### src/mpq_pkg.sv
// Shared types and constants for the max-priority queue of distinct keys.
`timescale 1ns / 1ps

package mpq_pkg;

    localparam int KEY_W = 32;
    localparam int CAPACITY_DEF = 64;

    localparam logic CMD_PUSH = 1'b0;
    localparam logic CMD_POP  = 1'b1;

    typedef enum logic [2:0] {
        STATUS_PUSHED = 3'd0,
        STATUS_EXISTS = 3'd1,
        STATUS_FULL   = 3'd2,
        STATUS_POPPED = 3'd3,
        STATUS_EMPTY  = 3'd4
    } status_t;

    typedef struct packed {
        status_t                 status;
        logic signed [KEY_W-1:0] popped_key;
        logic signed [KEY_W-1:0] top_key;
        logic                    top_valid;
    } res_t;

endpackage

### src/max_priority_queue_unique_core.sv
// Top level of the max-priority queue of distinct signed 32-bit keys.
// Usage:
// Each input item is one operation: s_tuser selects push (0) or pop (1) and
// s_tdata carries the key for a push. Each item gives exactly one result item
// on the m_ channel: m_tuser holds the status (pushed, exists, full, popped,
// empty) and m_tdata the popped key, the largest key still held and its valid
// flag. The keys live unordered in a single-port-read memory; every operation
// reads all held entries, one per cycle, to look for a duplicate on push or to
// find the slot of the maximum and the runner-up on pop. The largest key is
// kept in a register, so a push needs no maximum search.
// An accepted item passes through the scan of the held keys (skipped on an
// empty queue), a write state and a done state that loads the output
// register. s_tready is high only in the idle state, so the next item is taken
// only after the result of the previous one has been registered.
// A result waiting in the output register does not block the next item, but
// the following result waits until it is taken, and while it waits s_tready
// stays low. Reset (aresetn low at a clock edge) empties the queue at once; the
// memory needs no clearing pass.
`timescale 1ns / 1ps

module max_priority_queue_unique_core #(
    parameter int CAPACITY = mpq_pkg::CAPACITY_DEF
) (
    input  logic        aclk,
    input  logic        aresetn,
    input  logic        s_tvalid,
    output logic        s_tready,
    input  logic [31:0] s_tdata,   // [31:0] new_key
    input  logic [0:0]  s_tuser,   // [0] cmd
    output logic        m_tvalid,
    input  logic        m_tready,
    output logic [71:0] m_tdata,   // [31:0] popped_key, [63:32] top_key, [64] top_valid
    output logic [2:0]  m_tuser    // [2:0] status
);
    import mpq_pkg::*;

    localparam int AddrW = $clog2(CAPACITY);

    logic             wr_en;
    logic [AddrW-1:0] wr_addr;
    logic [KEY_W-1:0] wr_data;
    logic             rd_en;
    logic [AddrW-1:0] rd_addr;
    logic [KEY_W-1:0] rd_data;
    res_t             res;

    mpq_ctrl #(
        .CAPACITY (CAPACITY)
    ) u_ctrl (
        .aclk      (aclk),
        .aresetn   (aresetn),
        .in_valid  (s_tvalid),
        .in_ready  (s_tready),
        .in_cmd    (s_tuser[0]),
        .in_key    (s_tdata),
        .res_valid (m_tvalid),
        .res_ready (m_tready),
        .res       (res),
        .wr_en     (wr_en),
        .wr_addr   (wr_addr),
        .wr_data   (wr_data),
        .rd_en     (rd_en),
        .rd_addr   (rd_addr),
        .rd_data   (rd_data)
    );

    mpq_store #(
        .CAPACITY (CAPACITY)
    ) u_store (
        .aclk    (aclk),
        .wr_en   (wr_en),
        .wr_addr (wr_addr),
        .wr_data (wr_data),
        .rd_en   (rd_en),
        .rd_addr (rd_addr),
        .rd_data (rd_data)
    );

    assign m_tuser = res.status;
    assign m_tdata = {7'b0, res.top_valid, res.top_key, res.popped_key};

endmodule

### src/mpq_store.sv
// Key memory: one write port and one read port with registered read data.
`timescale 1ns / 1ps

module mpq_store #(
    parameter int CAPACITY = mpq_pkg::CAPACITY_DEF,
    localparam int AddrW = $clog2(CAPACITY)
) (
    input  logic                       aclk,
    input  logic                       wr_en,
    input  logic [AddrW-1:0]           wr_addr,
    input  logic [mpq_pkg::KEY_W-1:0]  wr_data,
    input  logic                       rd_en,
    input  logic [AddrW-1:0]           rd_addr,
    output logic [mpq_pkg::KEY_W-1:0]  rd_data
);
    import mpq_pkg::*;

    logic [KEY_W-1:0] mem [CAPACITY];
    logic [KEY_W-1:0] rd_data_reg;

    always_ff @(posedge aclk) begin
        if (wr_en) begin
            mem[wr_addr] <= wr_data;
        end
        if (rd_en) begin
            rd_data_reg <= mem[rd_addr];
        end
    end

    assign rd_data = rd_data_reg;

endmodule

### src/mpq_ctrl.sv
// Sequencer: scans the key memory, updates it and the top key, and holds the result.
`timescale 1ns / 1ps

module mpq_ctrl #(
    parameter int CAPACITY = mpq_pkg::CAPACITY_DEF,
    localparam int AddrW = $clog2(CAPACITY),
    localparam int CntW = $clog2(CAPACITY + 1)
) (
    input  logic                       aclk,
    input  logic                       aresetn,
    input  logic                       in_valid,
    output logic                       in_ready,
    input  logic                       in_cmd,
    input  logic [mpq_pkg::KEY_W-1:0]  in_key,
    output logic                       res_valid,
    input  logic                       res_ready,
    output mpq_pkg::res_t              res,
    output logic                       wr_en,
    output logic [AddrW-1:0]           wr_addr,
    output logic [mpq_pkg::KEY_W-1:0]  wr_data,
    output logic                       rd_en,
    output logic [AddrW-1:0]           rd_addr,
    input  logic [mpq_pkg::KEY_W-1:0]  rd_data
);
    import mpq_pkg::*;

    typedef enum logic [1:0] {
        S_IDLE,
        S_SCAN,
        S_WRITE,
        S_DONE
    } state_t;

    state_t           state_reg, state_next;
    logic             cmd_reg, cmd_next;
    logic [KEY_W-1:0] key_reg, key_next;
    logic [CntW-1:0]  count_reg, count_next;
    logic [KEY_W-1:0] top_reg, top_next;
    logic             top_valid_reg, top_valid_next;
    logic [CntW-1:0]  issue_reg, issue_next;
    logic             rv_reg, rv_next;
    logic [AddrW-1:0] rv_idx_reg, rv_idx_next;
    logic             found_reg, found_next;
    logic [AddrW-1:0] max_slot_reg, max_slot_next;
    logic [KEY_W-1:0] best_reg, best_next;
    logic             best_valid_reg, best_valid_next;
    logic [KEY_W-1:0] last_reg, last_next;
    status_t          status_reg, status_next;
    logic [KEY_W-1:0] popped_reg, popped_next;
    logic             res_valid_reg, res_valid_next;
    res_t             res_reg, res_next;

    logic accept;
    logic last_beat;

    assign in_ready = (state_reg == S_IDLE);
    assign accept = in_valid && in_ready;
    assign rd_en = (state_reg == S_SCAN) && (issue_reg < count_reg);
    assign rd_addr = issue_reg[AddrW-1:0];
    assign last_beat = rv_reg && (CntW'(rv_idx_reg) == count_reg - CntW'(1));

    always_comb begin
        state_next      = state_reg;
        cmd_next        = cmd_reg;
        key_next        = key_reg;
        count_next      = count_reg;
        top_next        = top_reg;
        top_valid_next  = top_valid_reg;
        issue_next      = issue_reg;
        rv_next         = rd_en;
        rv_idx_next     = rd_addr;
        found_next      = found_reg;
        max_slot_next   = max_slot_reg;
        best_next       = best_reg;
        best_valid_next = best_valid_reg;
        last_next       = last_reg;
        status_next     = status_reg;
        popped_next     = popped_reg;
        res_valid_next  = res_valid_reg;
        res_next        = res_reg;
        wr_en           = 1'b0;
        wr_addr         = max_slot_reg;
        wr_data         = last_reg;

        if (res_valid_reg && res_ready) begin
            res_valid_next = 1'b0;
        end

        unique case (state_reg)
            S_IDLE: begin
                if (accept) begin
                    cmd_next        = in_cmd;
                    key_next        = in_key;
                    issue_next      = '0;
                    found_next      = 1'b0;
                    best_next       = '0;
                    best_valid_next = 1'b0;
                    state_next      = (count_reg == '0) ? S_WRITE : S_SCAN;
                end
            end
            S_SCAN: begin
                if (rd_en) begin
                    issue_next = issue_reg + CntW'(1);
                end
                if (rv_reg) begin
                    if (rd_data == key_reg) begin
                        found_next = 1'b1;
                    end
                    // Keys are distinct, so exactly one entry matches the top key.
                    if (rd_data == top_reg) begin
                        max_slot_next = rv_idx_reg;
                    end else if (!best_valid_reg ||
                                 ($signed(rd_data) > $signed(best_reg))) begin
                        best_next       = rd_data;
                        best_valid_next = 1'b1;
                    end
                    if (last_beat) begin
                        last_next  = rd_data;
                        state_next = S_WRITE;
                    end
                end
            end
            S_WRITE: begin
                popped_next = '0;
                state_next  = S_DONE;
                if (cmd_reg == CMD_PUSH) begin
                    if (found_reg) begin
                        status_next = STATUS_EXISTS;
                    end else if (count_reg == CntW'(CAPACITY)) begin
                        status_next = STATUS_FULL;
                    end else begin
                        wr_en       = 1'b1;
                        wr_addr     = count_reg[AddrW-1:0];
                        wr_data     = key_reg;
                        count_next  = count_reg + CntW'(1);
                        status_next = STATUS_PUSHED;
                        if (!top_valid_reg || ($signed(key_reg) > $signed(top_reg))) begin
                            top_next = key_reg;
                        end
                        top_valid_next = 1'b1;
                    end
                end else begin
                    if (count_reg == '0) begin
                        status_next = STATUS_EMPTY;
                    end else begin
                        // The last entry fills the hole left by the removed maximum.
                        wr_en          = 1'b1;
                        count_next     = count_reg - CntW'(1);
                        status_next    = STATUS_POPPED;
                        popped_next    = top_reg;
                        top_next       = best_reg;
                        top_valid_next = best_valid_reg;
                    end
                end
            end
            S_DONE: begin
                if (!res_valid_reg || res_ready) begin
                    res_valid_next       = 1'b1;
                    res_next.status      = status_reg;
                    res_next.popped_key  = popped_reg;
                    res_next.top_key     = top_valid_reg ? top_reg : '0;
                    res_next.top_valid   = top_valid_reg;
                    state_next           = S_IDLE;
                end
            end
            default: begin
                state_next = S_IDLE;
            end
        endcase
    end

    always_ff @(posedge aclk) begin
        if (!aresetn) begin
            state_reg      <= S_IDLE;
            count_reg      <= '0;
            top_reg        <= '0;
            top_valid_reg  <= 1'b0;
            rv_reg         <= 1'b0;
            res_valid_reg  <= 1'b0;
        end else begin
            state_reg      <= state_next;
            count_reg      <= count_next;
            top_reg        <= top_next;
            top_valid_reg  <= top_valid_next;
            rv_reg         <= rv_next;
            res_valid_reg  <= res_valid_next;
        end
        cmd_reg        <= cmd_next;
        key_reg        <= key_next;
        issue_reg      <= issue_next;
        rv_idx_reg     <= rv_idx_next;
        found_reg      <= found_next;
        max_slot_reg   <= max_slot_next;
        best_reg       <= best_next;
        best_valid_reg <= best_valid_next;
        last_reg       <= last_next;
        status_reg     <= status_next;
        popped_reg     <= popped_next;
        res_reg        <= res_next;
    end

    assign res_valid = res_valid_reg;
    assign res = res_reg;

`ifndef SYNTHESIS
    a_count_bound: assert property (@(posedge aclk) disable iff (!aresetn)
        count_reg <= CntW'(CAPACITY))
        else $error("key count above capacity");

    a_top_valid: assert property (@(posedge aclk) disable iff (!aresetn)
        top_valid_reg == (count_reg != '0))
        else $error("top valid disagrees with key count");

    a_write_moves_count: assert property (@(posedge aclk) disable iff (!aresetn)
        wr_en |=> count_reg != $past(count_reg))
        else $error("memory write without a change of key count");

    a_empty_result: assert property (@(posedge aclk) disable iff (!aresetn)
        res_valid_reg && (res_reg.status == STATUS_EMPTY) |-> !res_reg.top_valid)
        else $error("empty result shows a held key");
`endif

endmodule

### config.mk
export PLATFORM = sky130hd
export DESIGN_NAME = max_priority_queue_unique_core
export DESIGN_NICKNAME = d
export VERILOG_FILES = /design/src/mpq_pkg.sv /design/src/max_priority_queue_unique_core.sv /design/src/mpq_store.sv /design/src/mpq_ctrl.sv
export SDC_FILE = /design/constraint.sdc
export NUM_CORES = 2
export LEC_CHECK = 0
export BUFFER_PORTS_ARGS = -buffer_cell sky130_fd_sc_hd__buf_2
export CAP_MARGIN = 20
export CORE_ASPECT_RATIO = 0.7
export CORE_MARGIN = 3
export CORE_UTILIZATION = 25
export DETAILED_ROUTE_END_ITERATION = 10
export GPL_ROUTABILITY_DRIVEN = 0
export SYNTH_ARGS = -nofsm -noshare
export SYNTH_HDL_FRONTEND = slang
export SYNTH_HIERARCHICAL = 1
export SYNTH_SLANG_ARGS = --single-unit
### constraint.sdc
create_clock -name aclk -period 9.6 [get_ports aclk]
set_clock_uncertainty 0.1 [all_clocks]
set_input_delay 0.96 -clock aclk [delete_from_list [all_inputs] [get_ports aclk]]
set_output_delay 0.96 -clock aclk [all_outputs]
set_load 0.02 [all_outputs]
==> impl_results.md <==
* Status: complete, no violations
* Hold_buf cts at 0
* Slew margin rel. at 0.230
* Worst stage delay on the critical path at roughly 1.2 ns
* Setup CP Type: reg2reg
* PD cells at 269 mW/mm2
* DR pass1 iterations at 6
* Fin crit period at around 6 ns
* Crit path max fanout at a little over 40
* Final period util at 0.612
* Final Cell Area at 0.105 mm2
* CP startpoint kind: register
* Initial DRC count at around 7000
* Netlist cell types at 60
* Initial antenna violation count at 16
* Mapped cell area at around 0.092 mm2
* Area contributors post-synth: edfxtp_1, mux4_2, mux2i_1, dfxtp_1, ha_1
* Max Cap Violations at 0
* Starting Density at 0.252
* CP delay by family, top: simple AND/OR/NAND/NOR gates
* Die area at approximately 0.37 mm2
* Count leader, synth: edfxtp_1
* GRT Total Usage at 0.126
* Unrepaired setup endpoints after global routing: no
* Slew Limit Fails at 0
* Post-route ant nets at 0
* Post_cts resized at 0
* Worst IR Drop VDD at between 0.0002 and 0.00025 V
* Clock Sinks at ~2300
* Layout cells sized above 1 at 0.246
* DR vias/cell at 4.69
* Worst slack, placed at around 3.8 ns
* Clk Latency, worst-skew pair at 0.86 ns
* Worst min path class: in2reg
* Share of the synthesized area in the top cell type at 0.752
* Fmax at approximately 170 MHz
* Main synth FF type: edfxtp_1
* Clock Root Buffer: clkbuf_16
* Mapped Avg Cell Area at about 20 um2
* Largest net degree at the start of global routing at 123
* Synth Warn # at 6
* Critical-path top delay cell: nor2_4
* Max Buffers Root-to-Sink at 4
* Yosys top cell by area: edfxtp_1
* Inserted Clock Buffers at 203
* Vias in the first global route at between 40000 and 50000
* Die W at ~730 um
* Area Growth Syn to Fin at 15.1%
* Fill count at about 35000
* Row count at roughly 190
* Cells after synthesis at about 4500
* Top cells by instance count after synthesis: edfxtp_1, mux4_2, nand2_1
* Setup_tns at 0 ns
* Post-detail-place hpwl at around 150000 um
* Lkg Pwr at around 32 nW
* Seq cells post-synth at between 2000 and 2500
* # placed instances at 9310
* H-tree Lvls at 4
* Final cell count without fillers at just under 10000
* Die Ht at a little over 500 um
* Num ports at between 100 and 150
* Global-route wire length before repair at about 340000 um
* Postcts setup bufs at 0
* GRT overflow at 0
* Crit path DAT at ~6.2 ns
* Placed inst area at between 0.09 and 0.1 mm2
* Worst path bufs/invs at 3
* Crit path top cell by count: buf_4
* Worst slew pin tran at around 1.1 ns
* R2R Setup Slk at 3.73 ns
* Ys async rst share at 0
* Nets at approximately 4800
* EDFF count, synth at 2295
* CP Capture Type: register
* Clk pin slew, worst setup/hold paths at roughly 0.070 ns
* Port bufs at 106
* Vias post-DR at around 45000
* Endpoints failing setup at 0
* Hold_ws at 0.199 ns
* Wire per inst at 25.0 um
* Final setup margin at between 3 and 4 ns
* Largest register FFs at between 2000 and 2500
* CTS tree: yes
* Core Region at roughly 0.36 mm2
* Total Wirelength at 242000 um
* Remaining DRCs at 0
* Seq/Total Area, Yosys at 0.763
* Crit path required time at just under 10 ns
* Final Hold Fails at 0
* Critical Path, Cell by Cell: inv_1, ha_2, and2_0, nand2_1, buf_4, o21ai_0, buf_4, nor2b_1, nand3_1, nor2_4
metal layers:
metal  share of wire  track usage
met1            0.45        0.196
met2            0.40        0.168
met3            0.13       0.0432
met4           0.014       0.0196
met5        0.000045            0
report_power, final:
group / internal [mW] / switching, mW
sequential: 11.9 / 0.314
clock: 4.33 / 3.66
combinational: 2.99 / 5.18
total: 19.2 / 9.15
worst paths after layout:
check,from,to,cells past startpoint
hold reg to reg,u_ctrl/popped_reg[4]$_SDFFCE_PP0P_,u_ctrl/res[37]$_DFFE_PP_,0
setup reg to reg,u_ctrl/state_reg[0]$_SDFFE_PN0P_,u_store/mem[27][11]$_DFFE_PP_,10
hold / removal,s_tdata[3],u_ctrl/key_reg[3]$_DFFE_PP_,1
setup / recovery,u_ctrl/state_reg[0]$_SDFFE_PN0P_,u_store/mem[27][11]$_DFFE_PP_,10
stage by stage:
step | utilization | power (mW)
finish | 0.290 | 28.4
global route | 0.290 | 29.5
CTS | 0.289 | 28.5
detailed placement | 0.272 | 20.5
global placement | 0.271 | 20.4
floorplan | - | 17.3
cell type report:
| class | count | area, um2 | share of cell area |
|---|---|---|---|
| Sequential cell | 2345 | 69900 | 0.663 |
| Multi-Input combinational cell | 1790 | 20900 | 0.198 |
| Tap cell | 4862 | 6080 | 0.0577 |
| Clock buffer | 236 | 5250 | 0.0497 |
| Timing Repair Buffer | 248 | 1980 | 0.0187 |
| Clock inverter | 118 | 996 | 0.00944 |
| Inverter | 82 | 308 | 0.00292 |
| Antenna cell | 2 | 5.00 | 0.0000475 |
worst reg2reg max path: cells and delay by family, from the launching register on:
| kind | cells | cell delay (ns) |
|---|---|---|
| flip-flops | 1 | 0.35 |
| buffers and inverters | 3 | 0.71 |
| AO/OA/AOI/OAI | 1 | 0.70 |
| adder cells (fa/ha/maj) | 1 | 0.88 |
| AND/OR/NAND/NOR | 5 | 2.73 |
kinds of logic after synthesis:
kind of cell / count (synthesis) / share of synthesized area
mux: 673 / 0.148
buf+inv: 322 / 0.0163
other cells: 1 / 0.0000409
fa+ha+maj: 77 / 0.0105
simple gates: 626 / 0.0315
compound gates: 323 / 0.0230
xor+xnor: 84 / 0.00803
flops: 2345 / 0.763
cells in the final DEF, fill, tap and decap left out, types with 9 or more instances in the layout:
cell type / count
buf_4: 113
clkbuf_16: 206
mux2i_1: 128
a21oi_1: 93
edfxtp_1: 2295
nand4_1: 31
nor2_4: 63
nand2_2: 19
xnor2_1: 76
nand3_1: 18
buf_2: 106
nand2_1: 190
dfxtp_1: 50
ha_1: 76
bufinv_16: 16
nor3_1: 14
inv_1: 82
clkbuf_1: 31
nor2_1: 127
nor2b_1: 19
buf_12: 22
clkinv_2: 47
o21ai_0: 21
o22ai_1: 85
nand2_4: 12
o211ai_1: 36
a22oi_1: 13
mux4_2: 544
nand2b_1: 11
clkinv_1: 38
o221ai_1: 27
and2_1: 76
clkinvlp_4: 9
No activity file was read; power rests on OpenSTA's default activity.
